[src/rtl/core/button_click_classifier_assert.svh]
// Assertion macros shared by the button click classifier modules.
// Needs nothing else; included by every file that carries assertions.
`ifndef BUTTON_CLICK_CLASSIFIER_ASSERT_SVH
`define BUTTON_CLICK_CLASSIFIER_ASSERT_SVH

// Same-cycle implication, checked outside reset
`define BCC_ASSERT_IMP(name, clk, rst, ante, cons) \
  name: assert property (@(posedge clk) disable iff (rst) (ante) |-> (cons)) \
    else $error("bcc assertion failed");

// Next-cycle implication, checked outside reset
`define BCC_ASSERT_NEXT(name, clk, rst, ante, cons) \
  name: assert property (@(posedge clk) disable iff (rst) (ante) |=> (cons)) \
    else $error("bcc assertion failed");

`endif

[src/rtl/core/bcc_pkg.sv]
// Shared types and constants of the button click classifier.
// No dependencies; imported by bcc_lane, bcc_merge and the top level.
package bcc_pkg;

  // Default sizes
  localparam int NUM_BUTTONS_DEF = 3;
  localparam int COUNT_WIDTH_DEF = 16;

  // Fixed field widths
  localparam int PIN_COUNT   = 3;
  localparam int INDEX_WIDTH = 2;
  localparam int EVENT_WIDTH = 3;
  localparam int INTV_WIDTH  = 8;
  localparam int LIMIT_WIDTH = 16;
  localparam int CFG_IDX_W   = 3;
  localparam int CFG_DATA_W  = 16;
  localparam int IN_DATA_W   = 8;
  localparam int OUT_DATA_W  = 8;

  // Release with a running window of this length or less counts as first click
  localparam logic [LIMIT_WIDTH-1:0] SINGLE_MARK = 16'd1;

  // Register reset values
  localparam logic [INTV_WIDTH-1:0]  RST_CHECK_INTERVAL = 8'd10;
  localparam logic [LIMIT_WIDTH-1:0] RST_HOLD_LIMIT     = 16'd100;
  localparam logic [LIMIT_WIDTH-1:0] RST_DC_WINDOW      = 16'd60;
  localparam logic                   RST_ACTIVE_LEVEL   = 1'b0;
  localparam logic                   RST_DC_ENABLE      = 1'b1;
  localparam logic                   RST_HOLD_ENABLE    = 1'b1;
  localparam logic [PIN_COUNT-1:0]   RST_BUTTON_MASK    = 3'b111;

  typedef enum logic [EVENT_WIDTH-1:0] {
    EV_OPEN     = 3'd0,
    EV_HELD     = 3'd1,
    EV_RELEASED = 3'd2,
    EV_CLICKED  = 3'd3,
    EV_DOUBLE   = 3'd4
  } event_t;

  typedef enum logic [CFG_IDX_W-1:0] {
    REG_CHECK_INTERVAL = 3'd0,
    REG_HOLD_LIMIT     = 3'd1,
    REG_DC_WINDOW      = 3'd2,
    REG_ACTIVE_LEVEL   = 3'd3,
    REG_DC_ENABLE      = 3'd4,
    REG_HOLD_ENABLE    = 3'd5,
    REG_BUTTON_MASK    = 3'd6
  } reg_idx_t;

  typedef struct packed {
    logic [INTV_WIDTH-1:0]  check_interval;
    logic [LIMIT_WIDTH-1:0] hold_limit;
    logic [LIMIT_WIDTH-1:0] dc_window;
    logic                   active_level;
    logic                   dc_enable;
    logic                   hold_enable;
    logic [PIN_COUNT-1:0]   button_mask;
  } cfg_t;

  // Per-lane strobes from the top level
  typedef struct packed {
    logic check;   // periodic check of this button
    logic level;   // pin level sampled with the check
    logic clear;   // event read out of this button
  } lane_ctrl_t;

endpackage

[src/rtl/core/bcc_lane.sv]
// One button lane: down counter, double-click window and pending event.
// Depends on bcc_pkg and button_click_classifier_assert.svh.
`include "button_click_classifier_assert.svh"

module bcc_lane import bcc_pkg::*; #(
  parameter int COUNT_WIDTH = COUNT_WIDTH_DEF
) (
  input  logic       clk,
  input  logic       rst,
  input  cfg_t       cfg,
  input  lane_ctrl_t ctrl,
  output event_t     button_event
);

  localparam int CmpW = (COUNT_WIDTH > LIMIT_WIDTH) ? COUNT_WIDTH : LIMIT_WIDTH;
  localparam logic [COUNT_WIDTH-1:0] CountMax = '1;
  localparam logic [COUNT_WIDTH-1:0] CountOne = COUNT_WIDTH'(1);

  logic [COUNT_WIDTH-1:0] down_count, down_count_next;
  logic [COUNT_WIDTH-1:0] window_count, window_count_next;
  event_t                 event_state, event_state_next;
  logic                   pressed;
  logic [LIMIT_WIDTH-1:0] window_load;

  assign pressed     = (ctrl.level == cfg.active_level);
  assign window_load = cfg.dc_enable ? cfg.dc_window : SINGLE_MARK;

  // Check and read-clear update
  always_comb begin
    down_count_next   = down_count;
    window_count_next = window_count;
    event_state_next  = event_state;
    if (ctrl.check) begin
      if (pressed) begin
        if (down_count != CountMax) down_count_next = down_count + CountOne;
        if ((CmpW'(down_count_next) > CmpW'(cfg.hold_limit)) && cfg.hold_enable)
          event_state_next = EV_HELD;
      end else begin
        if (down_count > CountOne) begin
          if (event_state == EV_HELD) begin
            event_state_next  = EV_RELEASED;
            window_count_next = '0;
          end else if (CmpW'(window_count) > CmpW'(SINGLE_MARK)) begin
            if (CmpW'(window_count) < CmpW'(cfg.dc_window)) begin
              event_state_next  = EV_DOUBLE;
              window_count_next = '0;
            end
          end else if (CmpW'(window_load) > CmpW'(CountMax)) begin
            window_count_next = CountMax;
          end else begin
            window_count_next = COUNT_WIDTH'(window_load);
          end
        end
        down_count_next = '0;
      end
      // Window countdown; expiry reports a single click
      if (window_count_next != '0) begin
        if (window_count_next == CountOne) event_state_next = EV_CLICKED;
        window_count_next = window_count_next - CountOne;
      end
    end else if (ctrl.clear) begin
      if (event_state != EV_HELD && event_state != EV_OPEN) event_state_next = EV_OPEN;
    end
  end

  always_ff @(posedge clk) begin
    if (rst) begin
      down_count   <= '0;
      window_count <= '0;
      event_state  <= EV_OPEN;
    end else begin
      down_count   <= down_count_next;
      window_count <= window_count_next;
      event_state  <= event_state_next;
    end
  end

  assign button_event = event_state;

  `BCC_ASSERT_NEXT(a_idle_frozen, clk, rst, !ctrl.check && !ctrl.clear,
    $stable(down_count) && $stable(window_count) && $stable(event_state))
  `BCC_ASSERT_NEXT(a_read_keeps_held, clk, rst,
    !ctrl.check && ctrl.clear && event_state == EV_HELD, event_state == EV_HELD)
  `BCC_ASSERT_NEXT(a_down_saturates, clk, rst,
    ctrl.check && pressed && down_count == CountMax, down_count == CountMax)

endmodule

[src/rtl/core/bcc_merge.sv]
// Merge stage: picks the read button's event and buffers results (two slots).
// Depends on bcc_pkg and button_click_classifier_assert.svh.
`include "button_click_classifier_assert.svh"

module bcc_merge import bcc_pkg::*; #(
  parameter int NUM_BUTTONS = NUM_BUTTONS_DEF
) (
  input  logic                   clk,
  input  logic                   rst,
  input  logic                   rd_push,
  input  logic [INDEX_WIDTH-1:0] rd_index,
  input  event_t                 lane_event [NUM_BUTTONS],
  output logic                   in_ready,
  output logic                   out_valid,
  output event_t                 out_event,
  input  logic                   out_ready
);

  event_t sel_event;
  event_t skid_event;
  logic   skid_valid;
  logic   take;

  // Index select; an index past the last button reads open
  always_comb begin
    sel_event = EV_OPEN;
    for (int i = 0; i < NUM_BUTTONS; i++) begin
      if (32'(rd_index) == 32'(i)) sel_event = lane_event[i];
    end
  end

  assign take     = out_valid && out_ready;
  assign in_ready = !skid_valid;

  // Output register plus skid slot
  always_ff @(posedge clk) begin
    if (rst) begin
      out_valid  <= 1'b0;
      skid_valid <= 1'b0;
    end else if (take) begin
      if (skid_valid) begin
        out_event  <= skid_event;
        skid_valid <= 1'b0;
      end else if (rd_push) begin
        out_event <= sel_event;
      end else begin
        out_valid <= 1'b0;
      end
    end else if (rd_push) begin
      if (!out_valid) begin
        out_event <= sel_event;
        out_valid <= 1'b1;
      end else begin
        skid_event <= sel_event;
        skid_valid <= 1'b1;
      end
    end
  end

  `BCC_ASSERT_IMP(a_skid_behind_out, clk, rst, skid_valid, out_valid)
  `BCC_ASSERT_NEXT(a_stall_fills_skid, clk, rst, rd_push && out_valid && !out_ready,
    skid_valid)
  `BCC_ASSERT_IMP(a_no_push_when_full, clk, rst, skid_valid, !rd_push)

endmodule

[src/rtl/core/button_click_classifier.sv]
// Top level of the button click classifier: config registers, check interval
// counter, one bcc_lane per button and the bcc_merge output stage. Uses bcc_pkg.
//
// The block takes one transaction per clock cycle while s_axis_tready is high.
// A tick (tuser = 0) carries the pin levels, gives no result, and every
// check_interval ticks runs the check on all enabled buttons at once, one lane
// per button. A read (tuser = 1) returns the chosen button's event on the master
// side and clears it unless it is held; an index past the last button returns
// open. Results go through an output register and a skid slot, so s_axis_tready
// drops only when two read results are waiting. Configuration writes take effect
// in the cycle after they are accepted; cfg_ready is always high.
module button_click_classifier import bcc_pkg::*; #(
  parameter int NUM_BUTTONS = NUM_BUTTONS_DEF,
  parameter int COUNT_WIDTH = COUNT_WIDTH_DEF
) (
  input  logic                  clk,
  input  logic                  rst,
  // slave side
  input  logic                  s_axis_tvalid,
  output logic                  s_axis_tready,
  input  logic [IN_DATA_W-1:0]  s_axis_tdata,   // [2:0] pin_levels, [4:3] button_index
  input  logic                  s_axis_tuser,   // [0] cmd
  // master side
  output logic                  m_axis_tvalid,
  input  logic                  m_axis_tready,
  output logic [OUT_DATA_W-1:0] m_axis_tdata,   // [2:0] button_event
  // configuration write
  input  logic                  cfg_valid,
  output logic                  cfg_ready,
  input  logic [CFG_IDX_W-1:0]  cfg_index,
  input  logic [CFG_DATA_W-1:0] cfg_data
);

  cfg_t                   cfg;
  logic [INTV_WIDTH-1:0]  interval_count;
  logic                   accept, tick, read, check_now;
  logic [PIN_COUNT-1:0]   pin_levels;
  logic [INDEX_WIDTH-1:0] button_index;
  event_t                 lane_event [NUM_BUTTONS];
  event_t                 out_event;

  assign pin_levels   = s_axis_tdata[PIN_COUNT-1:0];
  assign button_index = s_axis_tdata[PIN_COUNT+INDEX_WIDTH-1:PIN_COUNT];
  assign accept       = s_axis_tvalid && s_axis_tready;
  assign tick         = accept && !s_axis_tuser;
  assign read         = accept && s_axis_tuser;
  assign cfg_ready    = 1'b1;

  // Configuration registers
  always_ff @(posedge clk) begin
    if (rst) begin
      cfg.check_interval <= RST_CHECK_INTERVAL;
      cfg.hold_limit     <= RST_HOLD_LIMIT;
      cfg.dc_window      <= RST_DC_WINDOW;
      cfg.active_level   <= RST_ACTIVE_LEVEL;
      cfg.dc_enable      <= RST_DC_ENABLE;
      cfg.hold_enable    <= RST_HOLD_ENABLE;
      cfg.button_mask    <= RST_BUTTON_MASK;
    end else if (cfg_valid && cfg_ready) begin
      case (reg_idx_t'(cfg_index))
        REG_CHECK_INTERVAL: cfg.check_interval <= cfg_data[INTV_WIDTH-1:0];
        REG_HOLD_LIMIT:     cfg.hold_limit     <= cfg_data[LIMIT_WIDTH-1:0];
        REG_DC_WINDOW:      cfg.dc_window      <= cfg_data[LIMIT_WIDTH-1:0];
        REG_ACTIVE_LEVEL:   cfg.active_level   <= cfg_data[0];
        REG_DC_ENABLE:      cfg.dc_enable      <= cfg_data[0];
        REG_HOLD_ENABLE:    cfg.hold_enable    <= cfg_data[0];
        REG_BUTTON_MASK:    cfg.button_mask    <= cfg_data[PIN_COUNT-1:0];
        default: ;
      endcase
    end
  end

  // Check interval counter; a zero interval checks on every tick
  assign check_now = (({1'b0, interval_count} + 9'd1) >= {1'b0, cfg.check_interval});

  always_ff @(posedge clk) begin
    if (rst) begin
      interval_count <= '0;
    end else if (tick) begin
      if (check_now) interval_count <= '0;
      else           interval_count <= interval_count + 8'd1;
    end
  end

  // Button lanes; buttons past the pin field are never checked
  for (genvar b = 0; b < NUM_BUTTONS; b++) begin : g_lane
    lane_ctrl_t ctrl;
    if (b < PIN_COUNT) begin : g_pin
      assign ctrl.check = tick && check_now && cfg.button_mask[b];
      assign ctrl.level = pin_levels[b];
    end else begin : g_nopin
      assign ctrl.check = 1'b0;
      assign ctrl.level = 1'b0;
    end
    assign ctrl.clear = read && (32'(button_index) == 32'(b));

    bcc_lane #(
      .COUNT_WIDTH (COUNT_WIDTH)
    ) u_lane (
      .clk          (clk),
      .rst          (rst),
      .cfg          (cfg),
      .ctrl         (ctrl),
      .button_event (lane_event[b])
    );
  end

  bcc_merge #(
    .NUM_BUTTONS (NUM_BUTTONS)
  ) u_merge (
    .clk        (clk),
    .rst        (rst),
    .rd_push    (read),
    .rd_index   (button_index),
    .lane_event (lane_event),
    .in_ready   (s_axis_tready),
    .out_valid  (m_axis_tvalid),
    .out_event  (out_event),
    .out_ready  (m_axis_tready)
  );

  assign m_axis_tdata = {(OUT_DATA_W-EVENT_WIDTH)'(0), out_event};

endmodule

[config.mk]
export PLATFORM = sky130hd
export DESIGN_NAME = button_click_classifier
export DESIGN_NICKNAME = d
export VERILOG_FILES = /design/src/rtl/core/bcc_pkg.sv /design/src/rtl/core/bcc_lane.sv /design/src/rtl/core/bcc_merge.sv /design/src/rtl/core/button_click_classifier.sv
export VERILOG_INCLUDE_DIRS = /design/src /design/src/rtl/core
export SDC_FILE = /design/constraint.sdc
export NUM_CORES = 1
export LEC_CHECK = 0
export BUFFER_PORTS_ARGS = -buffer_cell sky130_fd_sc_hd__buf_2
export CAP_MARGIN = 0
export CELL_PAD_IN_SITES_DETAIL_PLACEMENT = 1
export CELL_PAD_IN_SITES_GLOBAL_PLACEMENT = 2
export CORE_UTILIZATION = 40
export CTS_CLUSTER_SIZE = 20
export DETAILED_ROUTE_END_ITERATION = 12
export PLACE_DENSITY_LB_ADDON = 0.1
export RECOVER_POWER = 50
export SLEW_MARGIN = 25
export SYNTH_ARGS = -nofsm -noshare
export SYNTH_HDL_FRONTEND = slang
export SYNTH_SLANG_ARGS = --single-unit
[constraint.sdc]
create_clock -name clk -period 10.1 [get_ports clk]
set_input_delay 1.515 -clock clk [delete_from_list [all_inputs] [get_ports clk]]
set_output_delay 1.515 -clock clk [all_outputs]
set_load 0.01 [all_outputs]
==> flow_summary.toml, run 1 <==
[outcome]
violations = "capacitance limit, slew limit"
status = "finished with violations"

[setup_path]
start_kind = "primary input"
crit_top_cell = "clkbuf_1"
cp.arrival_ps = 6410
cp.required_ps = 10470
slowest_delay_ps = 2110
path_max_fanout = 59
critical-path-slowest-cell = "clkbuf_1"
setup.worst_path.end_class = "register"
path_class = "primary input to register"
crit_path_cell_trace = "clkbuf_1, clkbuf_1, clkinv_1, clkbuf_1, nand2_1, o32ai_1, a22o_1"

[drt]
drt_wl_total_um = 48260
dr.pass1.iters = 5
ant_nets = 0
drc = 0
viasPerCell = 6.058
wire_per_inst_um = 22.29
drt-initial-drc-count = 849
via_count = 13115

[yosys]
synth_top_area_share_pct = 24.79
syn_area_sq_um = 13000
syn_inst = 1725
ys_warn_count = 0
synth-edff-count = 6
synth-seq-cells = 167
synth_top_flop_cell = "dfxtp_1"
yosysTopAreaCell = "dfxtp_1"
syn_avg_cell_area_sq_um = 7.536
synthTopCellsByArea = "dfxtp_1, ha_1, a21oi_1"
ys_top_cells_by_count = "nand2_1, dfxtp_1, a21oi_1, nor2_1, ha_1"
synth_cell_types = 90
yosysMostFrequentCell = "nand2_1"
synth_seq_area_share_pct = 26.18
async_reset_ff_share_pct = 0

[timing]
slew_viol_final = 97
rsz0062_at_grt = "no"
fin_crit_sh_pct = 59.84
fin_skew_ps = 17.31
setup_slack_ps = 4056
setup_viol = 0
min_period_ps = 6044
timing.setup.tns_ps = 0
tightest_slew_ps = 2912
relSlewSlack_pct = -94.15
hold_violations = 0
fmax_mhz = 165.4

[power]
finalPower_uw = 1494
combinationalPowerShare_pct = 7.9
power-per-cell-area_nw_per_um2 = 105.9
ir_drop_v = 0.0001314
p_leak_uw = 0.005573
clockPowerShare_pct = 46.9
switching_share_pct = 29.27
p_int_uw = 1057
switching_power_uw = 437.3
seqPwrFrac_pct = 45.1

[run]
cap_violations = 2

[cts]
cts.sinks = 167
cts_made_buffers = 17
cts_hold_buf = 0
root_buffer = "clkbuf_16"
clkLatencyLatePin_ps = 480
post_cts_resized = 0
cts_tree = "built"
h-tree-depth = 4
cts_setup_buffers = 0
cts_buffer_depth = 2
path_clk_slew_ps = 80

[floorplanning]
row_count = 65
die-area_sq_um = 33220
die_h_um = 182.3
io_pins = 44
die_x_um = 182.3
start_util_pct = 40.88
core_area_sq_um = 31800

[grt]
grt.total_usage_pct = 29.62
grt_util_met2_pct = 49.66
grt_util_met3_pct = 3.931
grt_pass1_vias = 13219
overflow = 0
grt_util_met1_pct = 38.24
grt_max_degree = 60
antenna_found_initial = 0
gr-max-usage-layer = "met2"
grt_pass1_wl_um = 76040

[finish]
final_layout_size_suffix_gt1_share_pct = 7.225
diodes = 0
area_growth_pct = 8.537
final_nets = 1870

[worst_hold_path]
min_path_type = "register to register"

[place]
hpwl_um = 35950
post-place-ws_ps = 5032
portBuffers = 34
gp_congestion = 0.9252
final timing paths:
kind                                        from  cells past startpoint                                to  slack (ps)
hold / removal                           cfg[33]                      2                           cfg[33]         460
hold reg to reg                          cfg[33]                      2                           cfg[33]         460
setup reg to reg  g_lane[0].u_lane.down_count[0]                     18  g_lane[0].u_lane.button_event[2]        5170
setup / recovery                             rst                      7  g_lane[1].u_lane.button_event[2]        4060
cells by family (layout without fill, tap and decap cells):
group	after synthesis	after routing	share of synthesized area [%]
fa+ha+maj	120	120	11.55
simple gates	680	680	25.35
flops	167	167	26.18
mux	25	25	1.992
compound gates	515	515	26.15
buf+inv	162	163	5.082
other cells	2	6	0.05777
xor+xnor	54	54	3.638
power by group through the flow:
stage	Sequential, uW	Clock (uW)	Combinational [uW]
CTS	674	717	118
finish	674	701	118
global placement	690	0	115
global route	675	739	130
floorplan	686	0	73.1
detailed placement	690	0	117
state kept, by name (all words and copies together) (netlist names):
register                    flops
g_lane.u_lane.window_count     48
g_lane.u_lane.down_count       48
interval_count                  8
u_merge.skid_event              3
u_merge.skid_valid              1
u_merge.out_event               3
g_lane.u_lane.button_event      9
u_merge.out_valid               1
cfg                            46
layout by cell type (no fill, tap or decap), types with 28 or more instances in the layout:
cell type / synthesis / routed
o21a_1: 28 / 28
nand2_1: 201 / 201
a21o_1: 33 / 33
nor3_1: 38 / 38
a21oi_1: 159 / 158
and3_1: 32 / 32
a211oi_1: 28 / 28
inv_1: 74 / 74
xnor2_1: 38 / 38
nand4_1: 38 / 38
nor2_1: 156 / 156
dfxtp_1: 161 / 161
ha_1: 120 / 120
o21ai_0: 92 / 91
a31oi_1: 29 / 29
nand3_1: 80 / 80
critical path: cells and delay by family:
family	cells	cell delay (ps)
simple gates	1	330
buf+inv	4	4170
compound gates	2	370
layout make-up:
class | instances | area [sq um]
Clock buffer | 17 | 425.4
Clock inverter | 15 | 185.2
Fill cell | 3975 | 17690
Inverter | 76 | 285.3
Multi-Input combinational cell | 1400 | 8955
Sequential cell | 167 | 3403
Tap cell | 435 | 544.3
Timing Repair Buffer | 55 | 311.5
per-stage QoR:
stage	hold WS, ps	cells	util (%)	instance area (sq um)
5_1_grt	483.5	2165	44.37	14110
6_report	455.8	2165	44.37	14110
4_1_cts	458.2	2165	44.43	14130
3_5_place_dp	447.0	2133	42.51	13520
2_1_floorplan	436.3	1729	-	13020
3_3_place_gp	441.4	2133	42.51	13520
per-layer routing:
layer	vias to the layer above	wire length, um
met5	-	0
met4	0	1621
met3	82	1719
met2	275	22440
met1	6439	22480
li1	6319	-
Note: power is estimated with default switching activity, not from simulation.
==> run 2, diff against run 1 <==
--- a/config.mk
+++ b/config.mk
@@ -10,7 +10,7 @@
 export CAP_MARGIN = 0
 export CELL_PAD_IN_SITES_DETAIL_PLACEMENT = 1
 export CELL_PAD_IN_SITES_GLOBAL_PLACEMENT = 2
-export CORE_UTILIZATION = 40
+export CORE_UTILIZATION = 38
 export CTS_CLUSTER_SIZE = 20
 export DETAILED_ROUTE_END_ITERATION = 12
 export PLACE_DENSITY_LB_ADDON = 0.1
==> constraint.sdc (replaced) <==
create_clock -name clk -period 6 [get_ports clk]
set_input_delay 0.9 -clock clk [delete_from_list [all_inputs] [get_ports clk]]
set_output_delay 0.9 -clock clk [all_outputs]
set_load 0.01 [all_outputs]
==> flow_summary.toml, run 2 (same netlist as run 1, synthesis figures left out) <==
[outcome]
status = "finished with violations"
violations = "capacitance limit, slew limit"

[power]
clockPowerShare_pct = 46.6
switching_share_pct = 30.06
ir_drop_v = 0.0002035
switching_power_uw = 751.4
p_int_uw = 1748
p_leak_uw = 0.005589
seqPwrFrac_pct = 45.4
combinationalPowerShare_pct = 8.0
power-per-cell-area_nw_per_um2 = 176.6

[setup_path]
cp.required_ps = 6340
r2r_cells = 18
cp.arrival_ps = 5200
r2r-end = "g_lane[2].u_lane.button_event[1]"
crit_buf_inv = 0
crit_path_cell_trace = "ha_1, nand3_1, nor4_1, and2_1, nand4_1, nor2b_1, and3_1, xnor2_1, ha_1, a21o_1, a21o_1, a21oi_1, o21ai_0, a21oi_1, o21ai_0, a21oi_1, nand2_1, a211oi_1"
setup.worst_path.end_class = "register"
crit_top_cell = "a21oi_1"
slowest_delay_ps = 520
start_kind = "register"
rr_startpoint = "g_lane[2].u_lane.down_count[0]"
critical-path-slowest-cell = "nor4_1"
path_class = "register to register"
r2r_slack_ps = 1140
path_max_fanout = 13
crit_family = "simple AND/OR/NAND/NOR gates"

[place]
hpwl_um = 36780
gp_congestion = 0.9297
portBuffers = 34
dp_cells = 2150

[floorplanning]
core_area_sq_um = 33620
row_count = 67
die_h_um = 187.0
die-area_sq_um = 34950
io_pins = 44
die_x_um = 187.0
start_util_pct = 38.67

[finish]
final_layout_size_suffix_gt1_share_pct = 7.439
area_growth_pct = 8.864
final_cell_mix = "nand2_1, dfxtp_1, a21oi_1"
final_common_cell = "nand2_1"
reg.largest.list = "g_lane.u_lane.down_count (48), g_lane.u_lane.window_count (48), cfg (46)"
instances_no_fill = 2183
final_nets = 1874

[timing]
min_period_ps = 4863
hold_violations = 0
tightest_slew_ps = 3163
rsz0062_at_grt = "no"
slew_viol_final = 175
relSlewSlack_pct = -110.8
setup_viol = 0
timing.setup.tns_ps = 0
fmax_mhz = 205.6
fin_skew_ps = 18.42
fin_crit_sh_pct = 81.05

[cts]
cts_tree = "built"
cts_setup_buffers = 0
cts_hold_buf = 0
root_buffer = "clkbuf_16"
path_clk_slew_ps = 80
clkLatencyLatePin_ps = 470
cts_made_buffers = 17
h-tree-depth = 4
cts.sinks = 167
post_cts_resized = 0
cts_buffer_depth = 2

[drt]
ant_nets = 0
viasPerCell = 6.038
via_count = 13182
dr.pass1.iters = 5
drc = 0
drt-initial-drc-count = 936
drt_wl_total_um = 48990
wire_per_inst_um = 22.44

[worst_hold_path]
hold_depth = 2
worstHoldStart = "cfg[34]"
holdPathEnd = "cfg[34]"
min_path_type = "register to register"

[grt]
grt_pass1_wl_um = 77970
overflow = 0
grt.total_usage_pct = 28.38
grt_pass1_vias = 13284
grt_max_degree = 79
antenna_found_initial = 0

[run]
cap_violations = 3
-- run 2: cell count changes in the layout (fill, tap and decap cells not counted) --
cell	change
clkbuf_2	+1
clkinv_8	+1
diode_2	+1
inv_8	+4
o21ai_1	-1
inv_6	-3
o21ai_0	+1
bufinv_16	-1
clkinv_4	-1
buf_4	+3
-- run 2: worst min-delay path: cells and delay by family (launching register included) --
family | cells | cell delay [ps]
AOI/OAI and AO/OA | 1 | 50
and+or+nand+nor | 1 | 50
DFF | 1 | 310
-- run 2: power by group through the flow --
stage | combinational [uW] | sequential, uW | clock (uW)
final | 200 | 1140 | 1160
after global routing | 218 | 1140 | 1230
after CTS | 200 | 1130 | 1190
after detailed placement | 199 | 1160 | 0
after global placement | 196 | 1160 | 0
after floorplan | 123 | 1160 | 0
-- run 2: through the flow --
step	hold slack [ps]	power [uW]	worst slack (ps)	instance area (sq um)	utilization (%)
2_1_floorplan	436.3	1279	2287	13020	-
3_3_place_gp	440.9	1356	1299	13560	40.35
4_1_cts	459.4	2524	1234	14170	42.16
3_5_place_dp	447.9	1360	1262	13560	40.35
6_report	457.7	2499	1137	14150	42.10
5_1_grt	473.7	2585	670.1	14150	42.09
-- run 2: layout make-up --
class                           count  area (sq um)
Tap cell                          448         560.5
Fill cell                        4211         19460
Clock buffer                       17         425.4
Inverter                           76         285.3
Timing Repair Buffer               59         339.1
Antenna cell                        1         2.502
Clock inverter                     15         181.4
Sequential cell                   167          3403
Multi-Input combinational cell   1400          8955
-- run 2: worst max path at each step --
stage	from	end	slack (ps)	cells after the start
after floorplan	cfg[19]	g_lane[0].u_lane.window_count[11]	2290	15
after global placement	g_lane[2].u_lane.down_count[0]	g_lane[2].u_lane.button_event[1]	1300	18
after detailed placement	g_lane[2].u_lane.down_count[0]	g_lane[2].u_lane.button_event[1]	1260	18
after CTS	g_lane[2].u_lane.down_count[0]	g_lane[2].u_lane.button_event[1]	1230	18
after global routing	g_lane[2].u_lane.down_count[0]	g_lane[2].u_lane.button_event[2]	670	18
final	g_lane[2].u_lane.down_count[0]	g_lane[2].u_lane.button_event[1]	1140	18
-- run 2: per-layer routing --
layer / track usage [%] / wire, um / up-vias
met3: 3.752 / 1625 / 59
met1: 37.80 / 23090 / 6570
met2: 47.24 / 23040 / 238
met5: 0 / 0 / -
met4: 9.206 / 1223 / 0
li1: - / - / 6315
==> run 3, diff against run 2 <==
--- a/config.mk
+++ b/config.mk
@@ -6,11 +6,12 @@
 export SDC_FILE = /design/constraint.sdc
 export NUM_CORES = 1
 export LEC_CHECK = 0
+export ABC_AREA = 1
 export BUFFER_PORTS_ARGS = -buffer_cell sky130_fd_sc_hd__buf_2
 export CAP_MARGIN = 0
 export CELL_PAD_IN_SITES_DETAIL_PLACEMENT = 1
 export CELL_PAD_IN_SITES_GLOBAL_PLACEMENT = 2
-export CORE_UTILIZATION = 38
+export CORE_UTILIZATION = 35
 export CTS_CLUSTER_SIZE = 20
 export DETAILED_ROUTE_END_ITERATION = 12
 export PLACE_DENSITY_LB_ADDON = 0.1
==> constraint.sdc (replaced) <==
create_clock -name clk -period 4.7 [get_ports clk]
set_input_delay 0.705 -clock clk [delete_from_list [all_inputs] [get_ports clk]]
set_output_delay 0.705 -clock clk [all_outputs]
set_load 0.01 [all_outputs]
==> flow_summary.toml, run 3 <==
[timing]
fmax_mhz = 257.0
timing.setup.tns_ps = 0
min_period_ps = 3891
fin_skew_ps = 15.05
setup_slack_ps = 809.0
hold_violations = 0
fin_crit_sh_pct = 82.79
slew_viol_final = 164
rsz0062_at_grt = "no"
setup_viol = 0
tightest_slew_ps = 1878
relSlewSlack_pct = -25.19

[finish]
reg.largest.list = "g_lane.u_lane.down_count (48), g_lane.u_lane.window_count (48), cfg (46)"
final_nets = 2307
area_growth_pct = 8.453
final_layout_size_suffix_gt1_share_pct = 5.999
utilization_pct = 38.73
design_area_sq_um = 14660
final_common_cell = "nand2_1"
final_cell_mix = "nand2_1, inv_1, nor2_1"

[yosys]
syn_avg_cell_area_sq_um = 6.274
synth-seq-cells = 167
synth-edff-count = 6
synth_top_flop_cell = "dfxtp_1"
synth_seq_area_share_pct = 25.18
synthTopCellsByArea = "dfxtp_1, nand2_1, ha_1"
yosysTopAreaCell = "dfxtp_1"
ys_warn_count = 0
ys_top_cells_by_count = "nand2_1, inv_1, nor2_1, a21oi_1, dfxtp_1"
synth_cell_types = 54
syn_area_sq_um = 13510
synth_top_area_share_pct = 23.85
async_reset_ff_share_pct = 0
yosysMostFrequentCell = "nand2_1"
syn_inst = 2154

[floorplanning]
row_count = 71
start_util_pct = 35.71
core_area_sq_um = 37840
io_pins = 44
die_x_um = 198.5
die-area_sq_um = 39400
die_h_um = 198.5

[worst_hold_path]
hold_depth = 2
min_path_type = "register to register"

[power]
clockPowerShare_pct = 42.0
p_int_uw = 2343
p_leak_uw = 0.007028
power-per-cell-area_nw_per_um2 = 236.4
combinationalPowerShare_pct = 15.9
seqPwrFrac_pct = 42.1
switching_share_pct = 32.38
ir_drop_v = 0.0002635
switching_power_uw = 1122

[grt]
grt_pass1_vias = 13678
overflow = 0
grt.total_usage_pct = 25.50
antenna_found_initial = 0
grt_pass1_wl_um = 75970
grt_max_degree = 91

[cts]
post_cts_resized = 0
root_buffer = "clkbuf_16"
cts_buffer_depth = 2
cts.sinks = 167
clkLatencyLatePin_ps = 500
cts_hold_buf = 0
path_clk_slew_ps = 70
cts_made_buffers = 17
cts_setup_buffers = 0
cts_tree = "built"
h-tree-depth = 4

[setup_path]
path_max_fanout = 5
crit_path_cell_trace = "ha_1, nand4_1, nor2_1, nand2_1, nor2_1, nand2_1, nor2_1, nor2_1, nand3_1, xor2_1, ha_1, a21oi_1, o21ai_0, o21ai_0, o2111ai_1, nand2_1, nand2_1, nand3_1, nand2_1, nand2_1, a21oi_1"
crit_start = "g_lane[1].u_lane.down_count[0]"
cp-endpoint = "g_lane[1].u_lane.button_event[0]"
r2r-end = "g_lane[1].u_lane.button_event[0]"
r2r_slack_ps = 810
path_class = "register to register"
slowest_delay_ps = 410
cp.arrival_ps = 4190
critical-path-slowest-cell = "dfxtp_1"
setup.worst_path.end_class = "register"
crit_top_cell = "nand2_1"
rr_startpoint = "g_lane[1].u_lane.down_count[0]"
r2r_cells = 21
cp.required_ps = 4990
start_kind = "register"

[drt]
drt-initial-drc-count = 707
via_count = 13801
ant_nets = 0
dr.pass1.iters = 5
viasPerCell = 5.152
drc = 0
wire_per_inst_um = 18.00
drt_wl_total_um = 48210

[place]
post-place-ws_ps = 934.5
placed_area_sq_um = 14100
gp_congestion = 0.8625
hpwl_um = 37080
portBuffers = 34

[run]
cap_violations = 2

[outcome]
status = "finished with violations"
violations = "capacitance limit, slew limit"
## run 3: cell types whose count changed after synthesis, moves of 25 or more
| cell | before | now |
|---|---|---|
| and3_1 | 32 | 1 |
| xnor2_1 | 38 | 4 |
| a21o_1 | 33 | 0 |
| a21oi_1 | 159 | 220 |
| o21ai_0 | 92 | 126 |
| clkbuf_1 | 70 | 45 |
| nor2_1 | 156 | 259 |
| nand2_1 | 201 | 530 |
| inv_1 | 74 | 297 |
## run 3: per-stage QoR
step                total power, uW  hold slack, ps  instances
floorplan                      1885           435.3       2158
global placement               2033           454.1       2646
detailed placement             2045           467.7       2646
CTS                            3522           460.9       2678
global route                   3633           487.3       2678
finish                         3466           473.5       2679
## run 3: cell type report
cell class                 instances  area (sq um)
inverter                         305          1147
clock buffer                      18         429.2
clock inverter                    14         145.1
antenna                            1         2.502
multi-input combinational       1617          8633
sequential                       167          3403
timing repair buffer              46         256.5
tap                              511         639.4
fill                            5090         23190
## run 3: layer usage
metal	share of wire, %	global-route usage [%]
met2	44	40.30
met4	1.9	8.006
met3	2.5	3.611
met5	0	0
met1	51	35.57
## run 3: cells by family (layout without fill, tap and decap cells)
| kind of cell | count (synthesis) | count (layout) | share of synthesized area, % |
|---|---|---|---|
| other cells | 2 | 7 | 0.05557 |
| xor+xnor | 40 | 40 | 2.759 |
| fa+ha+maj | 120 | 120 | 11.11 |
| buf+inv | 374 | 383 | 11.06 |
| simple gates | 1021 | 1021 | 32.27 |
| compound gates | 427 | 427 | 17.31 |
| mux | 3 | 3 | 0.2500 |
| flops | 167 | 167 | 25.18 |
## run 3: worst max-delay path, delay by kind of cell (launching register included)
family | cells | cell delay (ps)
compound gates | 5 | 770
xor+xnor | 1 | 280
fa+ha+maj | 2 | 530
flops | 1 | 410
simple gates | 13 | 1690
## run 3: how the worst min path moves through the flow
stage,slack [ps],from,to
floorplan,440,cfg[40],cfg[40]
CTS,460,cfg_data[5],cfg[27]
global route,490,cfg_data[6],cfg[28]
finish,470,interval_count[7],interval_count[7]
detailed placement,470,interval_count[7],interval_count[7]
global placement,450,interval_count[7],interval_count[7]
## run 3: power groups by stage
stage / clock network [uW] / registers [uW] / logic [uW]
final: 1460 / 1460 / 550
after global routing: 1550 / 1460 / 622
after CTS: 1510 / 1460 / 556
after detailed placement: 0 / 1490 / 554
after global placement: 0 / 1490 / 543
after floorplan: 0 / 1480 / 401
